--- config.mk ---
export PLATFORM = sky130hd
export DESIGN_NAME = max_heap_priority_queue_core
export DESIGN_NICKNAME = d
export VERILOG_FILES = /design/src/hdl/mhpq_pkg.sv /design/src/hdl/mhpq_ram.sv /design/src/hdl/max_heap_priority_queue_core.sv
export SDC_FILE = /design/constraint.sdc
export NUM_CORES = 2
export LEC_CHECK = 0
export ABC_CLOCK_PERIOD_IN_PS = 9050
export BUFFER_PORTS_ARGS = -buffer_cell sky130_fd_sc_hd__buf_2
export CAP_MARGIN = 30
export CORE_MARGIN = 4
export CORE_UTILIZATION = 25
export CTS_CLUSTER_DIAMETER = 30
export CTS_CLUSTER_SIZE = 10
export DETAILED_ROUTE_END_ITERATION = 6
export GPL_ROUTABILITY_DRIVEN = 0
export GPL_TIMING_DRIVEN = 1
export PLACE_DENSITY = 0.46
export SLEW_MARGIN = 25
export SYNTH_ARGS = -nofsm -noshare
export SYNTH_HDL_FRONTEND = slang
export SYNTH_SLANG_ARGS = --single-unit
--- constraint.sdc ---
create_clock -name clk -period 9.05 [get_ports clk]
set_clock_uncertainty 0.15 [all_clocks]
set_input_delay 1.3575 -clock clk [delete_from_list [all_inputs] [get_ports clk]]
set_output_delay 1.3575 -clock clk [all_outputs]
set_load 0.02 [all_outputs]
--- src/hdl/mhpq_pkg.sv ---
`timescale 1ns / 1ps
// Shared types and constants for the max-heap priority queue.
// Used by max_heap_priority_queue_core, mhpq_result_checker and the testbench; depends on nothing else.
package mhpq_pkg;

  localparam int CAPACITY_DEF = 64;
  localparam int DATA_W       = 32;
  localparam int STATUS_W     = 2;
  localparam int OCC_W        = 7;

  typedef logic [DATA_W-1:0]   data_t;
  typedef logic [STATUS_W-1:0] status_t;
  typedef logic [OCC_W-1:0]    occ_t;

  // Operation codes on the func field.
  localparam logic FUNC_INSERT  = 1'b0;
  localparam logic FUNC_DEL_MAX = 1'b1;

  // Result status codes.
  localparam status_t STAT_OK    = 2'd0;
  localparam status_t STAT_FULL  = 2'd1;
  localparam status_t STAT_EMPTY = 2'd2;

endpackage

--- src/hdl/mhpq_ram.sv ---
`timescale 1ns / 1ps
// Generic single-write, single-read RAM with a registered read port.
// Stand-alone; holds the heap array for the priority queue.
module mhpq_ram #(
  parameter int WIDTH = 32,
  parameter int DEPTH = 64
) (
  input  logic                     clk,
  input  logic                     wr_en,
  input  logic [$clog2(DEPTH)-1:0] wr_addr,
  input  logic [WIDTH-1:0]         wr_data,
  input  logic                     rd_en,
  input  logic [$clog2(DEPTH)-1:0] rd_addr,
  output logic [WIDTH-1:0]         rd_data
);

  logic [WIDTH-1:0] mem [DEPTH];
  logic [WIDTH-1:0] rd_data_r;

  always_ff @(posedge clk) begin
    if (wr_en) begin
      mem[wr_addr] <= wr_data;
    end
    if (rd_en) begin
      rd_data_r <= mem[rd_addr];
    end
  end

  assign rd_data = rd_data_r;

endmodule

--- src/hdl/max_heap_priority_queue_core.sv ---
`timescale 1ns / 1ps
// Binary max-heap priority queue of signed 32-bit values, top level.
// Depends on mhpq_pkg and mhpq_ram.
//
//   Channel | Ports                                                          | Direction
//   --------+----------------------------------------------------------------+------------
//   input   | in_valid, in_stall, in_func, in_value                          | into core
//   result  | out_valid, out_stall, out_max_value, out_status, out_occupancy | out of core
//
// Sequencing: one item at a time; each sift level needs one or two reads of the heap RAM, which
// has a single read port, and a compare.
// Reset (synchronous, rst_n low) empties the queue; RAM entries at or above the fill count
// are never read, so the RAM is not cleared.
// Stalls: a stalled result waits in the output register; the next item is still accepted and
// processed, and only its hand-off to the output register waits.
module max_heap_priority_queue_core #(
  parameter int CAPACITY = mhpq_pkg::CAPACITY_DEF
) (
  input  logic                 clk,
  input  logic                 rst_n,
  // Input channel.
  input  logic                 in_valid,
  output logic                 in_stall,
  input  logic                 in_func,
  input  logic signed [31:0]   in_value,
  // Result channel.
  output logic                 out_valid,
  input  logic                 out_stall,
  output logic signed [31:0]   out_max_value,
  output logic [1:0]           out_status,
  output logic [6:0]           out_occupancy
);

  // Address width of the heap array and width of the fill count (which can hold CAPACITY).
  localparam int AW = $clog2(CAPACITY);
  localparam int CW = $clog2(CAPACITY + 1);
  localparam int IW = AW + 2;  // wide enough for a right child index of the last node

  // Sequencer state codes.
  localparam logic [3:0] ST_IDLE    = 4'd0;  // waiting for an item
  localparam logic [3:0] ST_SU_RD   = 4'd1;  // sift-up: read parent or finish at the root
  localparam logic [3:0] ST_SU_CMP  = 4'd2;  // sift-up: compare with parent
  localparam logic [3:0] ST_DL_ROOT = 4'd3;  // delete: root arrives, read last entry
  localparam logic [3:0] ST_DL_LAST = 4'd4;  // delete: last entry arrives
  localparam logic [3:0] ST_SD_RDL  = 4'd5;  // sift-down: read left child or finish
  localparam logic [3:0] ST_SD_RDR  = 4'd6;  // sift-down: left arrives, read right child
  localparam logic [3:0] ST_SD_SEL  = 4'd7;  // sift-down: pick the larger child
  localparam logic [3:0] ST_SD_CMP  = 4'd8;  // sift-down: compare moving value with child
  localparam logic [3:0] ST_DONE    = 4'd9;  // hand the result to the output register

  localparam logic [CW-1:0] CAP_CNT = CW'(CAPACITY);

  logic [3:0]            state_r, state_nxt;
  logic [CW-1:0]         cnt_r, cnt_nxt;
  logic [AW-1:0]         pos_r, pos_nxt;
  logic [AW-1:0]         ci_r, ci_nxt;
  mhpq_pkg::data_t       v_r, v_nxt;
  mhpq_pkg::data_t       cl_r, cl_nxt;
  logic                  hasr_r, hasr_nxt;
  mhpq_pkg::data_t       res_max_r, res_max_nxt;
  mhpq_pkg::status_t     res_stat_r, res_stat_nxt;

  logic                  out_valid_r, out_valid_nxt;
  mhpq_pkg::data_t       out_max_r, out_max_nxt;
  mhpq_pkg::status_t     out_stat_r, out_stat_nxt;
  mhpq_pkg::occ_t        out_occ_r, out_occ_nxt;

  // Heap RAM port signals.
  logic                  ram_we, ram_re;
  logic [AW-1:0]         ram_waddr, ram_raddr;
  mhpq_pkg::data_t       ram_wdata, ram_rdata;

  // Shared signed comparator: cmp_lt = (cmp_a < cmp_b).
  mhpq_pkg::data_t       cmp_a, cmp_b;
  logic                  cmp_lt;

  // Index arithmetic around the current position.
  logic [AW-1:0]         pos_m1;
  logic [AW-1:0]         parent_idx;
  logic [IW-1:0]         left_idx, right_idx, cnt_ext;
  logic [CW+mhpq_pkg::OCC_W-1:0] occ_ext;
  logic                  in_acc, out_free;

  assign in_acc     = in_valid && !in_stall;
  assign in_stall   = (state_r != ST_IDLE);
  assign out_free   = !out_valid_r || !out_stall;

  assign pos_m1     = pos_r - AW'(1);
  assign parent_idx = pos_m1 >> 1;
  assign left_idx   = {1'b0, pos_r, 1'b1};
  assign right_idx  = left_idx + IW'(1);
  assign cnt_ext    = IW'(cnt_r);
  // Occupancy is reported modulo 2**7, as the field is only 7 bits wide.
  assign occ_ext    = {{mhpq_pkg::OCC_W{1'b0}}, cnt_r};

  // Operand selection for the one comparator; each compare state uses it once.
  always_comb begin
    cmp_a = ram_rdata;
    cmp_b = v_r;
    unique case (state_r)
      ST_SD_SEL: begin
        cmp_a = cl_r;
        cmp_b = ram_rdata;
      end
      ST_SD_CMP: begin
        cmp_a = v_r;
        cmp_b = cl_r;
      end
      default: begin
        cmp_a = ram_rdata;
        cmp_b = v_r;
      end
    endcase
  end

  assign cmp_lt = ($signed(cmp_a) < $signed(cmp_b));

  // Sequencer.
  always_comb begin
    state_nxt    = state_r;
    cnt_nxt      = cnt_r;
    pos_nxt      = pos_r;
    ci_nxt       = ci_r;
    v_nxt        = v_r;
    cl_nxt       = cl_r;
    hasr_nxt     = hasr_r;
    res_max_nxt  = res_max_r;
    res_stat_nxt = res_stat_r;
    ram_we       = 1'b0;
    ram_waddr    = pos_r;
    ram_wdata    = v_r;
    ram_re       = 1'b0;
    ram_raddr    = pos_r;

    unique case (state_r)
      ST_IDLE: begin
        if (in_acc) begin
          res_max_nxt  = '0;
          res_stat_nxt = mhpq_pkg::STAT_OK;
          if (in_func == mhpq_pkg::FUNC_INSERT) begin
            if (cnt_r == CAP_CNT) begin
              res_stat_nxt = mhpq_pkg::STAT_FULL;
              state_nxt    = ST_DONE;
            end else begin
              // The new value starts at the first free slot and is written once it settles.
              v_nxt     = in_value;
              pos_nxt   = cnt_r[AW-1:0];
              cnt_nxt   = cnt_r + CW'(1);
              state_nxt = ST_SU_RD;
            end
          end else begin
            if (cnt_r == '0) begin
              res_stat_nxt = mhpq_pkg::STAT_EMPTY;
              state_nxt    = ST_DONE;
            end else begin
              ram_re    = 1'b1;
              ram_raddr = '0;
              cnt_nxt   = cnt_r - CW'(1);
              state_nxt = ST_DL_ROOT;
            end
          end
        end
      end

      ST_SU_RD: begin
        if (pos_r == '0) begin
          ram_we    = 1'b1;
          state_nxt = ST_DONE;
        end else begin
          ram_re    = 1'b1;
          ram_raddr = parent_idx;
          state_nxt = ST_SU_CMP;
        end
      end

      ST_SU_CMP: begin
        // The parent moves down only while it is strictly smaller than the new value.
        ram_we = 1'b1;
        if (cmp_lt) begin
          ram_wdata = ram_rdata;
          pos_nxt   = parent_idx;
          state_nxt = ST_SU_RD;
        end else begin
          state_nxt = ST_DONE;
        end
      end

      ST_DL_ROOT: begin
        res_max_nxt = ram_rdata;
        if (cnt_r == '0) begin
          state_nxt = ST_DONE;
        end else begin
          // The entry at the old end becomes the new root candidate.
          ram_re    = 1'b1;
          ram_raddr = cnt_r[AW-1:0];
          state_nxt = ST_DL_LAST;
        end
      end

      ST_DL_LAST: begin
        v_nxt     = ram_rdata;
        pos_nxt   = '0;
        state_nxt = ST_SD_RDL;
      end

      ST_SD_RDL: begin
        if (left_idx >= cnt_ext) begin
          ram_we    = 1'b1;
          state_nxt = ST_DONE;
        end else begin
          ram_re    = 1'b1;
          ram_raddr = left_idx[AW-1:0];
          ci_nxt    = left_idx[AW-1:0];
          state_nxt = ST_SD_RDR;
        end
      end

      ST_SD_RDR: begin
        cl_nxt = ram_rdata;
        if (right_idx < cnt_ext) begin
          ram_re    = 1'b1;
          ram_raddr = right_idx[AW-1:0];
          hasr_nxt  = 1'b1;
          state_nxt = ST_SD_SEL;
        end else begin
          hasr_nxt  = 1'b0;
          state_nxt = ST_SD_CMP;
        end
      end

      ST_SD_SEL: begin
        // On a tie the left child is kept.
        if (hasr_r && cmp_lt) begin
          cl_nxt = ram_rdata;
          ci_nxt = right_idx[AW-1:0];
        end
        state_nxt = ST_SD_CMP;
      end

      ST_SD_CMP: begin
        ram_we = 1'b1;
        if (cmp_lt) begin
          ram_wdata = cl_r;
          pos_nxt   = ci_r;
          state_nxt = ST_SD_RDL;
        end else begin
          state_nxt = ST_DONE;
        end
      end

      ST_DONE: begin
        if (out_free) begin
          state_nxt = ST_IDLE;
        end
      end

      default: begin
        state_nxt = ST_IDLE;
      end
    endcase
  end

  // Output register: loaded from the finished operation, cleared when the item is taken.
  always_comb begin
    out_valid_nxt = out_valid_r;
    out_max_nxt   = out_max_r;
    out_stat_nxt  = out_stat_r;
    out_occ_nxt   = out_occ_r;
    if ((state_r == ST_DONE) && out_free) begin
      out_valid_nxt = 1'b1;
      out_max_nxt   = res_max_r;
      out_stat_nxt  = res_stat_r;
      out_occ_nxt   = occ_ext[mhpq_pkg::OCC_W-1:0];
    end else if (out_valid_r && !out_stall) begin
      out_valid_nxt = 1'b0;
    end
  end

  always_ff @(posedge clk) begin
    if (!rst_n) begin
      state_r     <= ST_IDLE;
      cnt_r       <= '0;
      out_valid_r <= 1'b0;
    end else begin
      state_r     <= state_nxt;
      cnt_r       <= cnt_nxt;
      out_valid_r <= out_valid_nxt;
    end
  end

  always_ff @(posedge clk) begin
    pos_r      <= pos_nxt;
    ci_r       <= ci_nxt;
    v_r        <= v_nxt;
    cl_r       <= cl_nxt;
    hasr_r     <= hasr_nxt;
    res_max_r  <= res_max_nxt;
    res_stat_r <= res_stat_nxt;
    out_max_r  <= out_max_nxt;
    out_stat_r <= out_stat_nxt;
    out_occ_r  <= out_occ_nxt;
  end

  mhpq_ram #(
    .WIDTH (mhpq_pkg::DATA_W),
    .DEPTH (CAPACITY)
  ) u_heap_ram (
    .clk     (clk),
    .wr_en   (ram_we),
    .wr_addr (ram_waddr),
    .wr_data (ram_wdata),
    .rd_en   (ram_re),
    .rd_addr (ram_raddr),
    .rd_data (ram_rdata)
  );

  assign out_valid     = out_valid_r;
  assign out_max_value = $signed(out_max_r);
  assign out_status    = out_stat_r;
  assign out_occupancy = out_occ_r;

  // The fill count never passes the capacity.
  a_cnt_bound: assert property (@(posedge clk) disable iff (!rst_n)
    cnt_r <= CAP_CNT)
    else $error("heap fill count above capacity");

  // Every accepted item takes the core out of the idle state.
  a_busy_after_accept: assert property (@(posedge clk) disable iff (!rst_n)
    in_acc |=> (state_r != ST_IDLE))
    else $error("core idle right after accepting an item");

  // Reads stay inside the filled part of the heap (the last-entry read sits at the new count).
  a_read_in_range: assert property (@(posedge clk) disable iff (!rst_n)
    (ram_re && (state_r != ST_DL_ROOT)) |-> (CW'(ram_raddr) < cnt_r))
    else $error("heap read beyond the filled entries");

  // A refused insert only happens on a full heap.
  a_full_status: assert property (@(posedge clk) disable iff (!rst_n)
    ((state_r == ST_DONE) && (res_stat_r == mhpq_pkg::STAT_FULL)) |-> (cnt_r == CAP_CNT))
    else $error("full status with room left");

  // Failed operations always return zero as the value.
  a_zero_on_fail: assert property (@(posedge clk) disable iff (!rst_n)
    ((state_r == ST_DONE) && (res_stat_r != mhpq_pkg::STAT_OK)) |-> (res_max_r == '0))
    else $error("nonzero value on a failed operation");

endmodule

### Word-level counts from Yosys, hierarchy flattened

Memory sizes are Yosys's and may differ from the RTL's. A register that Yosys moved wholly into a read port is not among the register bits.
Cells that the tools add are included.

* input bits: 37
* register bits after elaboration: 164
* word-level logic and storage cells: 130
* RAM bits: 2048
* memories: 1
* output and inout bits: 43

Memories
* u_heap_ram.mem: words 64, bits a word 32, rd ports 1, clocked after Yosys merged registers in 1, write ports 1, line mhpq_ram.sv:17 `logic [WIDTH-1:0] mem [DEPTH];`

* equality and inequality tests: 20
* reductions and logical operators: 27
* $lt $le $gt $ge: 3
* add/subtract/negate cells: 4
* mux-type cells: 62

Operator list (number)
* one-hot mux 32 bit (2 select lines): 6
* two-way mux 32 bit: 7
* two-way mux 6 bit: 14
* two-way mux 4 bit: 11
* one-hot mux 4 bit (10 select lines): 1
* less-than comparator 32 bit: 1
* one-hot mux 6 bit (5 select lines): 1
* one-hot mux 6 bit (4 select lines): 1
* two-way mux 7 bit: 3
* != test 2 bit, second input constant: 10
* equality test 4 x 3 -> 1 bit, second input constant: 4
* two-way mux 1 bit: 13
* one-hot mux 6 bit (2 select lines): 1
* nonzero test 2 bit: 5
* adder 7 x 1 -> 8 bit, second input constant: 1
* equality test 4 x 2 -> 1 bit, second input constant: 2
* equality test 4 bit, second input constant: 2
* less-than comparator 8 x 7 -> 1 bit: 1
* AND reduction 2 bit: 4
* AND reduction 4 bit: 2
* nonzero test 4 bit: 2
* adder 7 x 1 -> 7 bit, second input constant: 1
* equality test 7 bit, second input constant: 1
* >= comparator 7 bit: 1
* 15 further kinds: 21

### Depth between registers and ports, before layout

* depth in word-level cells: 6
* gate-level depth with buffers: 20
* mapped depth without buffers: 16

### Modules after synthesis

From an unflattened synthesis, not the netlist that was laid out.

* cell total of the unflattened synthesis: 4156
* area, all modules: 88144.5 sq um

Modules (own cells, without submodules)
* mhpq_ram: area each 78835.6 sq um, cells an instance 3324, seq. area each 62459.9 sq um, instances 1
* max_heap_priority_queue_core: area each 9308.9 sq um, cells an instance 832, seq. area each 4804.6 sq um, instances 1

### Worst setup path after synthesis

No wires, ideal clock.

* path kind: reg2reg
* from: register state_r[0]
* to: memory u_heap_ram.mem[0][0], data pin
* cell stages (with the launch flop): 19
* path buffers: 4
* library setup time: 0.702 ns
* period minus slack after synthesis: 7.292 ns
* data required time: 8.198 ns
* path slack: 1.758 ns
* arrival time: 6.440 ns
* cells stage by stage: dfxtp_1 > buf_2 > nor4b_2 > clkbuf_1 > clkbuf_1 > a22o_1 > a21oi_1 > ha_1 > a21o_1 > a21o_1 > a21oi_1 > nor2b_1 > o21ai_0 > nand2b_1 > a2111oi_0 > nor4bb_1 > nor2_1 > clkbuf_1 > o21ai_0

* cells in the longest elaborated chain, start to end: 5
* elaborated cells on any way between the ends: 9
* classes of those cells: 1 x order compare; 3 x eq/ne; 5 x mux

Ends and longest elaborated chain
* from (decl): line max_heap_priority_queue_core.sv:53 `logic [3:0] state_r, state_nxt;`
* from (signal assigned): line max_heap_priority_queue_core.sv:285 `state_r <= state_nxt;`
* equality test 4 bit / equality test 4 x 3 -> 1 bit (equally long branches): line max_heap_priority_queue_core.sv:100, max_heap_priority_queue_core.sv:135
* one-hot mux 32 bit (2 select lines): line max_heap_priority_queue_core.sv:100 `unique case (state_r)`
* less-than comparator 32 bit: line max_heap_priority_queue_core.sv:116 `assign cmp_lt = ($signed(cmp_a) < $signed(cmp_b));`
* two-way mux 32 bit, on equally long branches: line max_heap_priority_queue_core.sv:242, max_heap_priority_queue_core.sv:179
* one-hot mux 32 bit (2 select lines) *: line max_heap_priority_queue_core.sv:135 `unique case (state_r)`
* net ram_wdata[0]: line max_heap_priority_queue_core.sv:71 `mhpq_pkg::data_t ram_wdata, ram_rdata;`
* to (decl): line mhpq_ram.sv:17

The timed path passes the listed nets; every way through them passes the cells marked *.

### Worst setup path in the final report

* from: register state_r[2]
* to: memory u_heap_ram.mem[12][6], data pin

The elaborated chain is that of the path after synthesis.

==> summary.md <==
| Metric | Value |
|---|---|
| Clock sinks | 2244 |
| Failing checks | DRC |
| Post-CTS sizing | 0 |
| Worst-case hold path end point | out_max_value[17] |
| Largest family of logic cells by synthesized area | simple AND/OR/NAND/NOR gates |
| Max Cap Viol | 0 |
| Req. time, crit path | 9.55 ns |
| CP max-delay cell | o21ai_4 |
| Synth cell types | 83 |
| Detailed Place HPWL | 152000 microns |
| Ys Warns | 0 |
| Most common cell after layout, fill and taps aside | edfxtp_1 |
| DRC | 1 |
| Clk_lat worst skew | 0.91 ns |
| Post-Synth XOR/XNOR Area | 0.196% |
| Worst-margin pin slew | 1.10 ns |
| Setup Viol. Count Final | 0 |
| Total wire length | 295000 microns |
| Core Box Area | 356000 sq um |
| DR WL/cell | 25.7 microns |
| Hold Crit Class | reg2reg |
| Mux cell area share after synthesis | 5.96% |
| Most used cell, CP | buf_4 |
| DRT antenna net count | 0 |
| Vias in the first global route | 54000 |
| Type of the worst setup path | reg2reg |
| Max Fclk | 146 MHz |
| Die Span X | 607 microns |
| Synth Register Bits | 2244 |
| Post-synth EDFFs | 2232 |
| Setup TNS Final | 0 ns |
| Critical path launch point type | register |
| IO Pins | 80 |
| Simple logic cell fraction of the synthesized area | 11.5% |
| Clock buffer depth | 4 |
| Most frequent cells in the layout | 2232 x edfxtp_1, 1345 x nand2_1, 471 x clkbuf_16 |
| Ys async rst share | 0% |
| Number of fill cells | 34800 |
| Tot GR Track Use | 15.5% |
| First-pass GRT wire length | 413000 microns |
| CP bufs+invs | 3 |
| Worst hold stages | 0 |
| IO Port Bufs | 79 |
| Die area | 368000 sq um |
| Final hold vios | 0 |
| Number of nets in the layout | 6419 |
| Flop2flop setup slack | 2.19 ns |
| Largest delay contributor family on the critical path | compound AO/OA/AOI/OAI gates |
| Chip height | 607 microns |
| Fraction of layout cells with a size suffix above 1 | 20.7% |
| RSZ-0062 raised after global routing | no |
| Reg2reg path depth | 17 |
| Worst r2r dst | u_heap_ram.mem[12][6] |
| Mapped Area | 89600 sq um |
| CTS Hold Buffers Added | 0 |
| Reg2reg start | state_r[2] |
| Vias per cell | 4.81 |
| Crit path DAT | 7.36 ns |
| Slew headroom | 26.4% |
| H-tree level count | 5 |
| Register area share after synthesis | 75.1% |
| Min cycle time layout | 6.86 ns |
| Number of buffers created by CTS | 464 |
| Worst-path clk slew | 0.05 ns |
| CP Capture Type | register |
| Area Growth Syn to Fin | 25.9% |
| Syn_area_per_cell | 15.1 sq um |
| Compound-gate portion of the synthesized area | 4.69% |
| Crit share post-route | 75.8% |
| Largest net degree at the start of global routing | 154 |
| Vias | 55200 |
| Post-Synth Adder-Cell Area | 0.735% |
| DRT Pass-1 Iters | 7 |
| Setup bufs post-CTS | 0 |
| Synth Flop Type | edfxtp_1 |
| Syn_nets | 6036 |
| # rows | 219 |
| Slowest stage delay, CP | 0.78 ns |
| Post-Synthesis Cells | 5947 |
| CP max FO | 55 |
| Final Max Slew Viols | 0 |
| CTS Root Cell | clkbuf_16 |
| Antenna violations before repair | 10 |
| Status | finished with violations |
| HP Start | res_max_r[17] |
| Total gr overflow | 0 |
| Starting Density | 25.1% |
| Critical path, cell by cell | and4b_2 > buf_4 > a22o_1 > a21oi_1 > ha_1 > a21o_1 > a21o_1 > a21oi_1 > nor2b_1 > o21ai_0 > nand2b_1 > a2111oi_0 > nor4bb_1 > nor2_4 > buf_4 > o21ai_4 > buf_4 |
| Number of DRC markers in iteration 0 | 6215 |
| CTS tree | yes |
through the flow:
| stage | utilization (%) | hold WS, ns | std cells | area, sq um | setup slack [ns] |
|---|---|---|---|---|---|
| 2_1_floorplan | - | 0.250 | 5947 | 89600 | 1.76 |
| 3_3_place_gp | 27.2 | 0.251 | 10600 | 97100 | 2.00 |
| 3_5_place_dp | 27.3 | 0.255 | 10600 | 97200 | 1.95 |
| 4_1_cts | 31.6 | 0.258 | 11500 | 113000 | 1.89 |
| 5_1_grt | 31.6 | 0.265 | 11500 | 113000 | 1.83 |
| 6_report | 31.6 | 0.256 | 11500 | 113000 | 2.19 |
cells in the mapped netlist (all sizes together) (7+ instances only):
master  number  area share [%]
edfxtp    2232              75
nand2     1346             5.6
nand3      345             1.9
and3       319             2.2
clkbuf     203            0.85
mux4       190             4.8
o21ai      177             1.0
buf        160            0.87
a21oi      147            0.83
nor2        98            0.42
nand4       73            0.51
mux2i       70            0.78
o22ai       68            0.47
a22oi       66            0.55
ha          51            0.71
a31oi       40            0.30
nor3        40            0.22
a22o        33            0.32
a211oi      32            0.27
a32oi       32            0.31
mux2        32            0.40
inv         18           0.075
a21o        17            0.14
nor2b       16            0.11
xnor2       16            0.16
and2        15            0.11
dfxtp       12            0.27
nand2b       8           0.056
nor4         8           0.063
or3          7           0.049
registers in the layout, indices dropped and copies added, names as in the netlist:
name and cells:
u_heap_ram.mem 2048, cl_r 32, out_max_value 32, res_max_r 32, u_heap_ram.rd_data 32, v_r 32
cnt_r 7, out_occupancy 7, ci_r 6, pos_r 6, state_r 4, out_status 2
res_stat_r 2, hasr_r 1, out_valid 1
worst register-to-register path: stages, from the launching register on:
cell       delay, ns
dfxtp_1         0.76
and4b_2         0.65
buf_4           0.57
a22o_1          0.25
a21oi_1         0.05
ha_1            0.34
a21o_1          0.18
a21o_1          0.17
a21oi_1         0.13
nor2b_1         0.06
o21ai_0         0.14
nand2b_1        0.08
a2111oi_0       0.53
nor4bb_1        0.59
nor2_4          0.20
buf_4           0.42
o21ai_4         0.84
buf_4           0.48
layout make-up:
type	count	area (sq um)	area share (%)
Antenna cell	8	20.0	0.0177
Clock inverter	325	3320	2.94
Sequential cell	2244	67300	59.6
Clock buffer	529	12000	10.7
Tap cell	4751	5940	5.27
Multi-Input combinational cell	3320	21800	19.3
Inverter	20	75.1	0.0666
Timing Repair Buffer	280	2350	2.08
per-layer routing:
metal	global-route usage [%]	up-vias	routed length [microns]
li1	-	23700	-
met1	21.3	28800	126000
met2	25.1	2287	140000
met3	2.60	444	21100
met4	4.73	0	7730
met5	0	-	0
cell families (layout without fill, tap and decap cells):
family | count (synthesis) | after routing
flip-flops | 2244 | 2244
AO/OA/AOI/OAI | 660 | 660
multiplexers | 292 | 292
other | 0 | 8
AND/OR/NAND/NOR | 2296 | 2296
XOR/XNOR | 20 | 20
adder cells (fa/ha/maj) | 52 | 52
buffers and inverters | 383 | 1154
worst max-delay path by stage:
stage                          start                     to  slack (ns)  cells past startpoint
final                     state_r[2]  u_heap_ram.mem[12][6]        2.19                     17
after global routing      state_r[2]   u_heap_ram.mem[2][6]        1.83                     17
after CTS                 state_r[1]  u_heap_ram.mem[24][3]        1.89                     17
after detailed placement  state_r[2]  u_heap_ram.mem[30][3]        1.95                     17
after global placement    state_r[2]  u_heap_ram.mem[22][3]        2.00                     17
after floorplan           state_r[0]   u_heap_ram.mem[0][0]        1.76                     18
Power is left out: the tool's default activity adds up to more than one toggle a clock period on the data nets, which glitch-free logic cannot reach.
